### config.mk
export PLATFORM = sky130hd
export DESIGN_NAME = dda_line_interpolator_core
export DESIGN_NICKNAME = d
export VERILOG_FILES = /design/src/rtl/core/dli_pkg.sv /design/src/rtl/core/dli_front.sv /design/src/rtl/core/dli_cmd_queue.sv /design/src/rtl/core/dli_divider.sv /design/src/rtl/core/dli_back.sv /design/src/rtl/core/dda_line_interpolator_core.sv
export SDC_FILE = /design/constraint.sdc
export NUM_CORES = 2
export LEC_CHECK = 0
export BUFFER_PORTS_ARGS = -buffer_cell sky130_fd_sc_hd__clkbuf_2
export CAP_MARGIN = 20
export CORE_MARGIN = 5
export CORE_UTILIZATION = 39
export CTS_BUF_LIST = sky130_fd_sc_hd__clkbuf_8
export CTS_CLUSTER_SIZE = 24
export DETAILED_ROUTE_END_ITERATION = 8
export PLACE_DENSITY = 0.61
export SYNTH_ARGS = -nofsm -noshare
export SYNTH_HDL_FRONTEND = slang
export SYNTH_SLANG_ARGS = --single-unit
### constraint.sdc
create_clock -name i_clk -period 14.85 [get_ports i_clk]
set_clock_uncertainty 0.15 [all_clocks]
set_input_delay 2.97 -clock i_clk [delete_from_list [all_inputs] [get_ports i_clk]]
set_output_delay 2.97 -clock i_clk [all_outputs]
set_load 0.03 [all_outputs]
### src/rtl/core/dli_pkg.sv
package dli_pkg;

    localparam int COORD_FRAC_BITS_DEF = 4;
    localparam logic [15:0] STEP_LIMIT_RESET = 16'd10000;

    // floor(v / 10) = (v * DIV10_RECIP) >> DIV10_SHIFT, exact for v below 2^20
    localparam logic [19:0] DIV10_RECIP = 20'd838861;
    localparam int DIV10_SHIFT = 23;
    localparam logic [19:0] ROUND_NINE = 20'd9;

    localparam int DELTA_W = 18;
    localparam int NUM_W = 50;
    localparam int MAG_W = NUM_W - 1;
    localparam int CMD_QUEUE_DEPTH = 2;

    typedef enum logic {
        OP_START = 1'b0,
        OP_STEP  = 1'b1
    } t_opcode;

    typedef enum logic [3:0] {
        TERM_X,
        TERM_Y,
        TERM_Z,
        TERM_R_END,
        TERM_R_START,
        TERM_G_END,
        TERM_G_START,
        TERM_B_END,
        TERM_B_START
    } t_term;

    typedef enum logic [2:0] {
        BK_IDLE,
        BK_MULA,
        BK_MULB,
        BK_DSTART,
        BK_DIV,
        BK_OUT
    } t_back_state;

    typedef struct packed {
        t_opcode              op;
        logic signed [15:0]   start_x;
        logic signed [15:0]   start_y;
        logic signed [31:0]   start_depth;
        logic signed [31:0]   end_depth;
        logic [23:0]          start_color;
        logic [23:0]          end_color;
        logic signed [DELTA_W-1:0] delta_x;
        logic signed [DELTA_W-1:0] delta_y;
        logic [15:0]          steps;
    } t_cmd;

endpackage

### src/rtl/core/dli_front.sv
module dli_front #(
    parameter int COORD_FRAC_BITS = dli_pkg::COORD_FRAC_BITS_DEF
) (
    input  logic                i_clk,
    input  logic                i_rst_n,
    input  logic                i_push,
    output logic                o_full,
    input  logic                i_opcode,
    input  logic signed [15:0]  i_start_x,
    input  logic signed [15:0]  i_start_y,
    input  logic signed [31:0]  i_start_depth,
    input  logic signed [15:0]  i_end_x,
    input  logic signed [15:0]  i_end_y,
    input  logic signed [31:0]  i_end_depth,
    input  logic [23:0]         i_start_color,
    input  logic [23:0]         i_end_color,
    input  logic                i_cfg_valid,
    input  logic [15:0]         i_cfg_data,
    output logic                o_cmd_valid,
    output dli_pkg::t_cmd       o_cmd,
    input  logic                i_queue_full
);

    localparam logic [19:0] ROUND_NINE_SH = dli_pkg::ROUND_NINE << COORD_FRAC_BITS;

    logic                r_s1_valid;
    dli_pkg::t_opcode    r_op;
    logic signed [15:0]  r_x1;
    logic signed [15:0]  r_y1;
    logic signed [31:0]  r_z1;
    logic signed [31:0]  r_z2;
    logic [23:0]         r_c1;
    logic [23:0]         r_c2;
    logic [19:0]         r_vx;
    logic [19:0]         r_vy;
    logic                r_negx;
    logic                r_negy;
    logic [15:0]         r_step_limit;

    logic                accept;
    logic                advance;
    logic signed [16:0]  dx;
    logic signed [16:0]  dy;
    logic [16:0]         magx;
    logic [16:0]         magy;
    logic [19:0]         n_vx;
    logic [19:0]         n_vy;
    logic [39:0]         prodx;
    logic [39:0]         prody;
    logic [16:0]         qx;
    logic [16:0]         qy;
    logic [16:0]         qmax;

    assign advance = r_s1_valid && !i_queue_full;
    assign o_full  = r_s1_valid && i_queue_full;
    assign accept  = i_push && !o_full;

    assign dx   = {i_end_x[15], i_end_x} - {i_start_x[15], i_start_x};
    assign dy   = {i_end_y[15], i_end_y} - {i_start_y[15], i_start_y};
    assign magx = dx[16] ? 17'(-dx) : 17'(dx);
    assign magy = dy[16] ? 17'(-dy) : 17'(dy);

    // Ten times the magnitude plus 0.9 of a pixel, then whole pixels times ten.
    assign n_vx = ({magx, 3'b000} + 20'({magx, 1'b0}) + (ROUND_NINE_SH))
                  >> COORD_FRAC_BITS;
    assign n_vy = ({magy, 3'b000} + 20'({magy, 1'b0}) + (ROUND_NINE_SH))
                  >> COORD_FRAC_BITS;

    assign prodx = r_vx * dli_pkg::DIV10_RECIP;
    assign prody = r_vy * dli_pkg::DIV10_RECIP;
    assign qx    = prodx[dli_pkg::DIV10_SHIFT +: 17];
    assign qy    = prody[dli_pkg::DIV10_SHIFT +: 17];
    assign qmax  = (qx > qy) ? qx : qy;

    always_comb begin
        o_cmd_valid       = r_s1_valid;
        o_cmd.op          = r_op;
        o_cmd.start_x     = r_x1;
        o_cmd.start_y     = r_y1;
        o_cmd.start_depth = r_z1;
        o_cmd.end_depth   = r_z2;
        o_cmd.start_color = r_c1;
        o_cmd.end_color   = r_c2;
        o_cmd.delta_x     = r_negx ? -$signed({1'b0, qx}) : $signed({1'b0, qx});
        o_cmd.delta_y     = r_negy ? -$signed({1'b0, qy}) : $signed({1'b0, qy});
        o_cmd.steps       = (qmax > {1'b0, r_step_limit}) ? r_step_limit : qmax[15:0];
    end

    always_ff @(posedge i_clk) begin
        if (!i_rst_n) begin
            r_s1_valid   <= 1'b0;
            r_step_limit <= dli_pkg::STEP_LIMIT_RESET;
        end else begin
            if (i_cfg_valid) begin
                r_step_limit <= i_cfg_data;
            end
            if (accept) begin
                r_s1_valid <= 1'b1;
            end else if (advance) begin
                r_s1_valid <= 1'b0;
            end
        end
    end

    always_ff @(posedge i_clk) begin
        if (accept) begin
            r_op   <= dli_pkg::t_opcode'(i_opcode);
            r_x1   <= i_start_x;
            r_y1   <= i_start_y;
            r_z1   <= i_start_depth;
            r_z2   <= i_end_depth;
            r_c1   <= i_start_color;
            r_c2   <= i_end_color;
            r_vx   <= n_vx;
            r_vy   <= n_vy;
            r_negx <= dx[16];
            r_negy <= dy[16];
        end
    end

endmodule

### src/rtl/core/dli_cmd_queue.sv
module dli_cmd_queue (
    input  logic           i_clk,
    input  logic           i_rst_n,
    input  logic           i_wr,
    input  dli_pkg::t_cmd  i_cmd,
    output logic           o_full,
    input  logic           i_rd,
    output dli_pkg::t_cmd  o_cmd,
    output logic           o_empty
);

    localparam int PTR_W = (dli_pkg::CMD_QUEUE_DEPTH > 1) ? $clog2(dli_pkg::CMD_QUEUE_DEPTH) : 1;
    localparam int CNT_W = $clog2(dli_pkg::CMD_QUEUE_DEPTH + 1);

    dli_pkg::t_cmd  r_mem [dli_pkg::CMD_QUEUE_DEPTH];
    logic [PTR_W-1:0] r_wr_ptr;
    logic [PTR_W-1:0] r_rd_ptr;
    logic [CNT_W-1:0] r_count;

    logic do_wr;
    logic do_rd;

    assign o_full  = (r_count == CNT_W'(dli_pkg::CMD_QUEUE_DEPTH));
    assign o_empty = (r_count == '0);
    assign do_wr   = i_wr && !o_full;
    assign do_rd   = i_rd && !o_empty;
    assign o_cmd   = r_mem[r_rd_ptr];

    always_ff @(posedge i_clk) begin
        if (!i_rst_n) begin
            r_wr_ptr <= '0;
            r_rd_ptr <= '0;
            r_count  <= '0;
        end else begin
            if (do_wr) begin
                r_wr_ptr <= (r_wr_ptr == PTR_W'(dli_pkg::CMD_QUEUE_DEPTH - 1)) ? '0
                            : r_wr_ptr + 1'b1;
            end
            if (do_rd) begin
                r_rd_ptr <= (r_rd_ptr == PTR_W'(dli_pkg::CMD_QUEUE_DEPTH - 1)) ? '0
                            : r_rd_ptr + 1'b1;
            end
            if (do_wr && !do_rd) begin
                r_count <= r_count + 1'b1;
            end else if (do_rd && !do_wr) begin
                r_count <= r_count - 1'b1;
            end
        end
    end

    always_ff @(posedge i_clk) begin
        if (do_wr) begin
            r_mem[r_wr_ptr] <= i_cmd;
        end
    end

endmodule

### src/rtl/core/dli_divider.sv
module dli_divider #(
    parameter int MAG_W = dli_pkg::MAG_W,
    parameter int DVS_W = 16 + dli_pkg::COORD_FRAC_BITS_DEF
) (
    input  logic             i_clk,
    input  logic             i_rst_n,
    input  logic             i_start,
    input  logic [MAG_W-1:0] i_dividend,
    input  logic [DVS_W-1:0] i_divisor,
    output logic             o_done,
    output logic [MAG_W-1:0] o_quotient
);

    localparam int CNT_W = $clog2(MAG_W + 1);

    logic             r_busy;
    logic             r_done;
    logic [CNT_W-1:0] r_cnt;
    logic [MAG_W-1:0] r_quo;
    logic [DVS_W-1:0] r_rem;
    logic [DVS_W-1:0] r_dvs;

    logic [DVS_W:0]   trial;
    logic             fits;

    assign trial      = {r_rem, r_quo[MAG_W-1]};
    assign fits       = (trial >= {1'b0, r_dvs});
    assign o_done     = r_done;
    assign o_quotient = r_quo;

    always_ff @(posedge i_clk) begin
        if (!i_rst_n) begin
            r_busy <= 1'b0;
            r_done <= 1'b0;
            r_cnt  <= '0;
        end else begin
            r_done <= 1'b0;
            if (i_start) begin
                r_busy <= 1'b1;
                r_cnt  <= CNT_W'(MAG_W);
            end else if (r_busy) begin
                r_cnt <= r_cnt - 1'b1;
                if (r_cnt == CNT_W'(1)) begin
                    r_busy <= 1'b0;
                    r_done <= 1'b1;
                end
            end
        end
    end

    // One quotient bit per cycle, most significant first.
    always_ff @(posedge i_clk) begin
        if (i_start) begin
            r_quo <= i_dividend;
            r_rem <= '0;
            r_dvs <= i_divisor;
        end else if (r_busy) begin
            r_quo <= {r_quo[MAG_W-2:0], fits};
            r_rem <= fits ? DVS_W'(trial - {1'b0, r_dvs}) : trial[DVS_W-1:0];
        end
    end

endmodule

### src/rtl/core/dli_back.sv
module dli_back #(
    parameter int COORD_FRAC_BITS = dli_pkg::COORD_FRAC_BITS_DEF
) (
    input  logic                i_clk,
    input  logic                i_rst_n,
    input  dli_pkg::t_cmd       i_cmd,
    input  logic                i_queue_empty,
    output logic                o_queue_rd,
    output logic                o_empty,
    input  logic                i_pop,
    output logic signed [11:0]  o_pixel_x,
    output logic signed [11:0]  o_pixel_y,
    output logic signed [31:0]  o_pixel_depth,
    output logic [23:0]         o_pixel_color,
    output logic                o_last_pixel
);

    localparam int NUM_W = dli_pkg::NUM_W;
    localparam int MAG_W = dli_pkg::MAG_W;
    localparam int DVS_W = 16 + COORD_FRAC_BITS;

    dli_pkg::t_back_state r_state;
    dli_pkg::t_back_state n_state;
    dli_pkg::t_term       r_term;

    logic signed [15:0]   r_x1;
    logic signed [15:0]   r_y1;
    logic signed [31:0]   r_z1;
    logic signed [31:0]   r_z2;
    logic [23:0]          r_c1;
    logic [23:0]          r_c2;
    logic signed [dli_pkg::DELTA_W-1:0] r_dx;
    logic signed [dli_pkg::DELTA_W-1:0] r_dy;
    logic [15:0]          r_total;
    logic [15:0]          r_k;
    logic                 r_active;
    logic                 r_last_pend;

    logic signed [NUM_W-1:0] r_pa;
    logic signed [NUM_W-1:0] r_num;
    logic [7:0]           r_chan;
    logic [11:0]          r_wx;
    logic [11:0]          r_wy;
    logic [31:0]          r_wz;
    logic [23:0]          r_wcol;
    logic                 r_out_valid;

    logic [15:0]          neff;
    logic [15:0]          nmk;
    logic [16:0]          k_next;
    logic signed [33:0]   mul_a;
    logic [15:0]          mul_b;
    logic signed [50:0]   prod;
    logic signed [NUM_W-1:0] prod_b;
    logic                 is_pos;
    logic [DVS_W-1:0]     divisor;
    logic                 num_neg;
    logic [MAG_W-1:0]     num_mag;
    logic                 div_start;
    logic                 div_done;
    logic [MAG_W-1:0]     quo;
    logic signed [NUM_W-1:0] quo_s;
    logic                 out_load;
    logic                 cmd_take;

    // A line of zero steps is worked as one step at index zero.
    assign neff   = (r_total == 16'd0) ? 16'd1 : r_total;
    assign nmk    = neff - r_k;
    assign k_next = {1'b0, r_k} + 17'd1;
    assign is_pos = r_term inside {dli_pkg::TERM_X, dli_pkg::TERM_Y};

    always_comb begin
        mul_a = '0;
        mul_b = '0;
        if (r_state == dli_pkg::BK_MULA) begin
            case (r_term)
                dli_pkg::TERM_X: begin
                    mul_a = {{18{r_x1[15]}}, r_x1};
                    mul_b = neff;
                end
                dli_pkg::TERM_Y: begin
                    mul_a = {{18{r_y1[15]}}, r_y1};
                    mul_b = neff;
                end
                dli_pkg::TERM_Z: begin
                    mul_a = {{2{r_z1[31]}}, r_z1};
                    mul_b = neff;
                end
                dli_pkg::TERM_R_END: begin
                    mul_a = {26'd0, r_c2[7:0]};
                    mul_b = r_k;
                end
                dli_pkg::TERM_R_START: begin
                    mul_a = {26'd0, r_c1[7:0]};
                    mul_b = nmk;
                end
                dli_pkg::TERM_G_END: begin
                    mul_a = {26'd0, r_c2[15:8]};
                    mul_b = r_k;
                end
                dli_pkg::TERM_G_START: begin
                    mul_a = {26'd0, r_c1[15:8]};
                    mul_b = nmk;
                end
                dli_pkg::TERM_B_END: begin
                    mul_a = {26'd0, r_c2[23:16]};
                    mul_b = r_k;
                end
                dli_pkg::TERM_B_START: begin
                    mul_a = {26'd0, r_c1[23:16]};
                    mul_b = nmk;
                end
                default: begin
                    mul_a = '0;
                    mul_b = '0;
                end
            endcase
        end else begin
            case (r_term)
                dli_pkg::TERM_X: begin
                    mul_a = {{(34 - dli_pkg::DELTA_W){r_dx[dli_pkg::DELTA_W-1]}}, r_dx};
                    mul_b = r_k;
                end
                dli_pkg::TERM_Y: begin
                    mul_a = {{(34 - dli_pkg::DELTA_W){r_dy[dli_pkg::DELTA_W-1]}}, r_dy};
                    mul_b = r_k;
                end
                dli_pkg::TERM_Z: begin
                    mul_a = {{2{r_z2[31]}}, r_z2} - {{2{r_z1[31]}}, r_z1};
                    mul_b = r_k;
                end
                default: begin
                    mul_a = '0;
                    mul_b = '0;
                end
            endcase
        end
    end

    assign prod   = mul_a * $signed({1'b0, mul_b});
    assign prod_b = is_pos ? (prod[NUM_W-1:0] <<< COORD_FRAC_BITS) : prod[NUM_W-1:0];

    assign divisor = is_pos ? {neff, {COORD_FRAC_BITS{1'b0}}} : DVS_W'(neff);
    assign num_neg = r_num[NUM_W-1];
    assign num_mag = num_neg ? MAG_W'(-r_num) : MAG_W'(r_num);
    assign quo_s   = num_neg ? -$signed({1'b0, quo}) : $signed({1'b0, quo});

    dli_divider #(
        .MAG_W (MAG_W),
        .DVS_W (DVS_W)
    ) u_divider (
        .i_clk      (i_clk),
        .i_rst_n    (i_rst_n),
        .i_start    (div_start),
        .i_dividend (num_mag),
        .i_divisor  (divisor),
        .o_done     (div_done),
        .o_quotient (quo)
    );

    assign cmd_take = (r_state == dli_pkg::BK_IDLE) && !i_queue_empty;
    assign out_load = (r_state == dli_pkg::BK_OUT) && (!r_out_valid || i_pop);

    always_comb begin
        n_state = r_state;
        case (r_state)
            dli_pkg::BK_IDLE: begin
                if (!i_queue_empty && (i_cmd.op == dli_pkg::OP_START || r_active)) begin
                    n_state = dli_pkg::BK_MULA;
                end
            end
            dli_pkg::BK_MULA:   n_state = dli_pkg::BK_MULB;
            dli_pkg::BK_MULB:   n_state = dli_pkg::BK_DSTART;
            dli_pkg::BK_DSTART: n_state = dli_pkg::BK_DIV;
            dli_pkg::BK_DIV: begin
                if (div_done) begin
                    n_state = (r_term == dli_pkg::TERM_B_START) ? dli_pkg::BK_OUT
                              : dli_pkg::BK_MULA;
                end
            end
            dli_pkg::BK_OUT: begin
                if (out_load) begin
                    n_state = dli_pkg::BK_IDLE;
                end
            end
            default: n_state = dli_pkg::BK_IDLE;
        endcase
    end

    always_comb begin
        o_queue_rd = cmd_take;
        div_start  = (r_state == dli_pkg::BK_DSTART);
        o_empty    = !r_out_valid;
    end

    always_ff @(posedge i_clk) begin
        if (!i_rst_n) begin
            r_state     <= dli_pkg::BK_IDLE;
            r_active    <= 1'b0;
            r_last_pend <= 1'b0;
            r_out_valid <= 1'b0;
            r_term      <= dli_pkg::TERM_X;
            r_k         <= '0;
            r_total     <= '0;
        end else begin
            r_state <= n_state;
            if (cmd_take) begin
                r_term <= dli_pkg::TERM_X;
                if (i_cmd.op == dli_pkg::OP_START) begin
                    r_total     <= i_cmd.steps;
                    r_k         <= '0;
                    r_active    <= (i_cmd.steps != 16'd0);
                    r_last_pend <= (i_cmd.steps == 16'd0);
                end else if (r_active) begin
                    if (k_next >= {1'b0, r_total}) begin
                        r_k         <= r_total;
                        r_active    <= 1'b0;
                        r_last_pend <= 1'b1;
                    end else begin
                        r_k         <= k_next[15:0];
                        r_last_pend <= 1'b0;
                    end
                end
            end
            if (r_state == dli_pkg::BK_DIV && div_done
                    && r_term != dli_pkg::TERM_B_START) begin
                r_term <= dli_pkg::t_term'(r_term + 4'd1);
            end
            if (out_load) begin
                r_out_valid <= 1'b1;
            end else if (i_pop) begin
                r_out_valid <= 1'b0;
            end
        end
    end

    always_ff @(posedge i_clk) begin
        if (cmd_take && i_cmd.op == dli_pkg::OP_START) begin
            r_x1 <= i_cmd.start_x;
            r_y1 <= i_cmd.start_y;
            r_z1 <= i_cmd.start_depth;
            r_z2 <= i_cmd.end_depth;
            r_c1 <= i_cmd.start_color;
            r_c2 <= i_cmd.end_color;
            r_dx <= i_cmd.delta_x;
            r_dy <= i_cmd.delta_y;
        end
        if (r_state == dli_pkg::BK_MULA) begin
            r_pa <= prod[NUM_W-1:0];
        end
        if (r_state == dli_pkg::BK_MULB) begin
            r_num <= r_pa + prod_b;
        end
        if (r_state == dli_pkg::BK_DIV && div_done) begin
            case (r_term)
                dli_pkg::TERM_X:       r_wx <= quo_s[11:0];
                dli_pkg::TERM_Y:       r_wy <= quo_s[11:0];
                dli_pkg::TERM_Z:       r_wz <= quo_s[31:0];
                dli_pkg::TERM_R_START: r_wcol[7:0]   <= r_chan + quo[7:0];
                dli_pkg::TERM_G_START: r_wcol[15:8]  <= r_chan + quo[7:0];
                dli_pkg::TERM_B_START: r_wcol[23:16] <= r_chan + quo[7:0];
                default:               r_chan <= quo[7:0];
            endcase
        end
        if (out_load) begin
            o_pixel_x     <= r_wx;
            o_pixel_y     <= r_wy;
            o_pixel_depth <= r_wz;
            o_pixel_color <= r_wcol;
            o_last_pixel  <= r_last_pend;
        end
    end

endmodule

### src/rtl/core/dda_line_interpolator_core.sv
// Line interpolator: a start item loads two endpoints and yields the first
// pixel of the line; each later step item yields the next pixel, and the
// final pixel carries o_last_pixel. A step item with no line under way gives
// no pixel, and a start item abandons any line in progress.
// Items enter through a queue-style port: a transfer happens on push with
// full low. Pixels leave the same way: the oldest pixel is on the o_pixel_*
// ports while empty is low and is transferred on pop.
// The step limit is written on the cfg channel, which is always ready.
// A front stage classifies each item and works out the pixel deltas and the
// step count in one registered stage, and holds the registered command until
// the two-entry queue has room.
// The back engine evaluates each pixel as nine exact quotients (x, y, depth,
// two per colour channel) through one shared bit-serial divider of 49 steps,
// one quotient after another, and takes no new item until the pixel is output.
// While a pixel waits on the output, the front keeps taking items until the
// queue and its own register are full, then raises full.
// Reset clears all valid flags and the line state and sets the step limit to
// 10000; no pixel is pending after reset.
module dda_line_interpolator_core #(
    parameter int COORD_FRAC_BITS = dli_pkg::COORD_FRAC_BITS_DEF
) (
    input  logic                i_clk,
    input  logic                i_rst_n,
    input  logic                push,
    output logic                full,
    input  logic                i_opcode,
    input  logic signed [15:0]  i_start_x,
    input  logic signed [15:0]  i_start_y,
    input  logic signed [31:0]  i_start_depth,
    input  logic signed [15:0]  i_end_x,
    input  logic signed [15:0]  i_end_y,
    input  logic signed [31:0]  i_end_depth,
    input  logic [23:0]         i_start_color,
    input  logic [23:0]         i_end_color,
    input  logic                i_cfg_valid,
    output logic                o_cfg_ready,
    input  logic [15:0]         i_cfg_data,
    output logic                empty,
    input  logic                pop,
    output logic signed [11:0]  o_pixel_x,
    output logic signed [11:0]  o_pixel_y,
    output logic signed [31:0]  o_pixel_depth,
    output logic [23:0]         o_pixel_color,
    output logic                o_last_pixel
);

    dli_pkg::t_cmd front_cmd;
    dli_pkg::t_cmd queue_cmd;
    logic          front_valid;
    logic          queue_full;
    logic          queue_empty;
    logic          queue_rd;

    assign o_cfg_ready = 1'b1;

    dli_front #(
        .COORD_FRAC_BITS (COORD_FRAC_BITS)
    ) u_front (
        .i_clk         (i_clk),
        .i_rst_n       (i_rst_n),
        .i_push        (push),
        .o_full        (full),
        .i_opcode      (i_opcode),
        .i_start_x     (i_start_x),
        .i_start_y     (i_start_y),
        .i_start_depth (i_start_depth),
        .i_end_x       (i_end_x),
        .i_end_y       (i_end_y),
        .i_end_depth   (i_end_depth),
        .i_start_color (i_start_color),
        .i_end_color   (i_end_color),
        .i_cfg_valid   (i_cfg_valid),
        .i_cfg_data    (i_cfg_data),
        .o_cmd_valid   (front_valid),
        .o_cmd         (front_cmd),
        .i_queue_full  (queue_full)
    );

    dli_cmd_queue u_queue (
        .i_clk   (i_clk),
        .i_rst_n (i_rst_n),
        .i_wr    (front_valid),
        .i_cmd   (front_cmd),
        .o_full  (queue_full),
        .i_rd    (queue_rd),
        .o_cmd   (queue_cmd),
        .o_empty (queue_empty)
    );

    dli_back #(
        .COORD_FRAC_BITS (COORD_FRAC_BITS)
    ) u_back (
        .i_clk         (i_clk),
        .i_rst_n       (i_rst_n),
        .i_cmd         (queue_cmd),
        .i_queue_empty (queue_empty),
        .o_queue_rd    (queue_rd),
        .o_empty       (empty),
        .i_pop         (pop),
        .o_pixel_x     (o_pixel_x),
        .o_pixel_y     (o_pixel_y),
        .o_pixel_depth (o_pixel_depth),
        .o_pixel_color (o_pixel_color),
        .o_last_pixel  (o_last_pixel)
    );

endmodule
==> parameters.txt <==
Parameter                              Value

Timing
  Final hold violation count    0
  Actual slew at the worst max-slew pin    1.19 ns
  Highest attainable clock frequency    77.7 MHz
  Setup_tns    0 ns
  Max-slew violations    0
  Share of the cycle needed by the critical path after routing    86.7%
  Worst rel slew slack    20.4%
  RSZ-0062 raised after global routing    no
  Final setup violation count    0
  Final critical-path required period    12.87 ns

Clock tree
  Post-CTS Hold Buffers    0
  Total number of clock tree sinks    1,183
  CTS Root Buffer Type    clkbuf_8
  Clock insertion delay at the later pin of the skew report    0.95 ns
  Total number of H-tree levels    4
  Setup bufs post-CTS    0
  Total clock buffers created by CTS    195
  Number of buffers on the longest clock path    3
  CTS-repair resized insts    0
  CTS clock-pin slew for the worst setup and hold paths    0.06 ns
  TritonCTS clock tree    built

Outcome
  Run status    finished clean

Synthesis
  Main flop type after synthesis    edfxtp_1
  Mean instance size in the synthesized netlist    11.3 µm²
  Sequential element share of the synthesized area    41.7%
  Cell count after synthesis    7,373
  Mapped cell area    83,000 µm²
  Number of warning messages in the yosys log    0
  Total of flip-flops plus latches after synthesis    1,183
  Count of cell types in the netlist    88
  Number of flops mapped to enable cells by yosys    1,091
  Share of flip-flops with an asynchronous set or reset    0%

Worst setup path
  Worst flop-to-flop path startpoint    u_back.r_term[0]$_SDFFE_PN0P_
  Critical path start-end classification    register to register
  CP max stage delay    0.93 ns
  Crit-path slowest cell    a211oi_1
  Maximum net fanout on the critical path    63
  WP data arrival    13.40 ns
  Most common cell type on the critical path    fa_1
  Critical path origin    u_back.r_term[0]$_SDFFE_PN0P_
  Setup crit start kind    register
  Worst Reg2Reg Path Length in Cells    41
  Required arrival time at the worst endpoint    15.38 ns
  Worst setup EP type    register

Floorplan
  Placeable Area    212,000 µm²
  # rows    169
  Height of the die    471 µm
  Die area    222,000 µm²
  Starting density of the core    39.2%
  IO Pins    282
  Die width    471 µm

Place
  Final weighted congestion of routability-driven global placement    0.929
  Sum of net half-perimeters after detailed placement    158,000 µm
  PortBufs    280

Global routing
  Total routing resource utilization after global routing    18.3%
  Antenna violations before repair    6
  Overflow left after global routing    0
  Number of global-route vias before repair    57,407
  Maximum number of pins on one net before global-route repair    121
  Wire length of the first global-routing pass    324,000 µm

Route
  Ratio of routed vias to standard cells    5.18
  Number of antenna-violating nets in the routed design    0
  Wire length per cell    19.1 µm
  Aggregate routed wire length    204,000 µm
  Vias after detailed routing    55,341
  # DRC    0
  Number of violations reported at the end of detailed-routing iteration 0    4,028
  Number of detailed-route iterations in the first pass    8

Min path
  Hold Crit Start    u_back.r_wcol[1]$_DFFE_PP_
  Worst hold-check path type    register to register
  Instance count along the most critical hold path    0

Cells and area
  Area delta synth->final    10.6%
  Fraction of layout cells with a size suffix above 1    11.6%
  Leading cell types in the layout, fill and taps excluded    inv_1, edfxtp_1, nand2_1
  Leading cell type in the layout, fill and taps excluded    inv_1
  Layout fillers    19,975
  Nets@finish    9,204

Run
  Max_cap viols    0
-- layer usage --
layer  GRT usage, %  vias to the layer above  share of wire, %
met4           5.75                        0               2.9
met2           29.4                     1762                46
met1           25.4                    27148                45
li1               -                    26110                 -
met5              0                        -                 0
met3           3.00                      321               6.3
-- sequential cells by signal, indices dropped and copies added (netlist names), 32 cells and up, named ones only --
name	flops
u_front.r_z2	32
u_queue.r_mem	394
u_back.r_z1	32
u_front.r_z1	32
u_back.o_pixel_depth	32
u_back.r_wz	32
u_back.r_num	50
u_back.r_pa	50
u_back.r_z2	32
u_back.u_divider.o_quotient	49
-- metrics by stage --
| step | instances | setup slack (ns) | utilization (%) | instance area (µm²) | hold WS, ns |
|---|---|---|---|---|---|
| global route | 10686 | 0.975 | 43.3 | 91800 | 0.264 |
| detailed placement | 10316 | 2.15 | 41.4 | 87800 | 0.255 |
| floorplan | 7378 | 3.27 | - | 83000 | 0.250 |
| finish | 10690 | 1.98 | 43.3 | 91800 | 0.252 |
| CTS | 10679 | 2.19 | 43.3 | 91700 | 0.237 |
| global placement | 10314 | 2.58 | 41.4 | 87700 | 0.253 |
-- worst paths after layout --
path / to / slack, ns
min reg2reg: u_back.o_pixel_color[1]$_DFFE_PP_ / 0.25
min: u_back.o_pixel_color[1]$_DFFE_PP_ / 0.25
max reg2reg: u_back.r_num[46]$_DFFE_PP_ / 1.98
max: u_back.r_num[46]$_DFFE_PP_ / 1.98
-- kinds of logic after synthesis --
family / synth area share, %
AND/OR/NAND/NOR: 9.25
adder cells (fa/ha/maj): 25.8
buffers and inverters: 5.92
AO/OA/AOI/OAI: 9.92
flip-flops: 41.7
XOR/XNOR: 3.95
multiplexers: 3.46
other: 0.00905
-- synthesized netlist by cell type (18+ instances only) --
cell / number / area share, %
o21bai_1: 28 / 0.25
nand3_1: 106 / 0.64
o221ai_1: 18 / 0.19
o31ai_1: 50 / 0.45
a222oi_1: 18 / 0.22
a22o_1: 20 / 0.21
nand2_1: 724 / 3.3
edfxtp_1: 1091 / 39
xor2_1: 123 / 1.3
and3_1: 26 / 0.20
nor3_1: 69 / 0.42
nor4_1: 38 / 0.29
xnor2_1: 249 / 2.6
nor2_1: 367 / 1.7
mux2i_1: 49 / 0.59
o21ai_0: 323 / 1.9
o22ai_1: 28 / 0.21
mux2_2: 211 / 2.9
fa_1: 666 / 16
o21a_1: 42 / 0.38
a21o_1: 131 / 1.2
a211oi_1: 36 / 0.33
ha_1: 644 / 9.7
nand4_1: 44 / 0.33
and2_1: 62 / 0.47
clkbuf_1: 220 / 1.0
o211a_1: 18 / 0.22
nor2b_1: 80 / 0.60
or3_1: 36 / 0.27
nand2b_1: 39 / 0.29
a22oi_1: 35 / 0.32
a31oi_1: 32 / 0.24
o211ai_1: 32 / 0.29
inv_1: 1064 / 4.8
dfxtp_1: 92 / 2.2
a21oi_1: 302 / 1.8
-- final cells by class --
class	instances	area (µm²)	area share, %
Inverter	1064	3990	4.35
Multi-Input combinational cell	4890	43600	47.5
Clock inverter	167	1260	1.37
Timing Repair Buffer	362	2050	2.24
Sequential cell	1183	34600	37.7
Antenna cell	7	17.5	0.0191
Tap cell	2821	3530	3.85
Clock buffer	196	2700	2.94
-- critical path: cells and delay by family (launching register included) --
| family | cells | cell delay (ns) |
|---|---|---|
| AOI/OAI and AO/OA | 16 | 4.36 |
| adders and majority gates | 9 | 4.05 |
| and+or+nand+nor | 8 | 2.43 |
| buffers and inverters | 6 | 0.81 |
| xor gates and xnor gates | 2 | 0.44 |
| DFF | 1 | 0.42 |
Power is left out: the tool's default activity adds up to more than one toggle a clock period on the data nets, which glitch-free logic cannot reach.
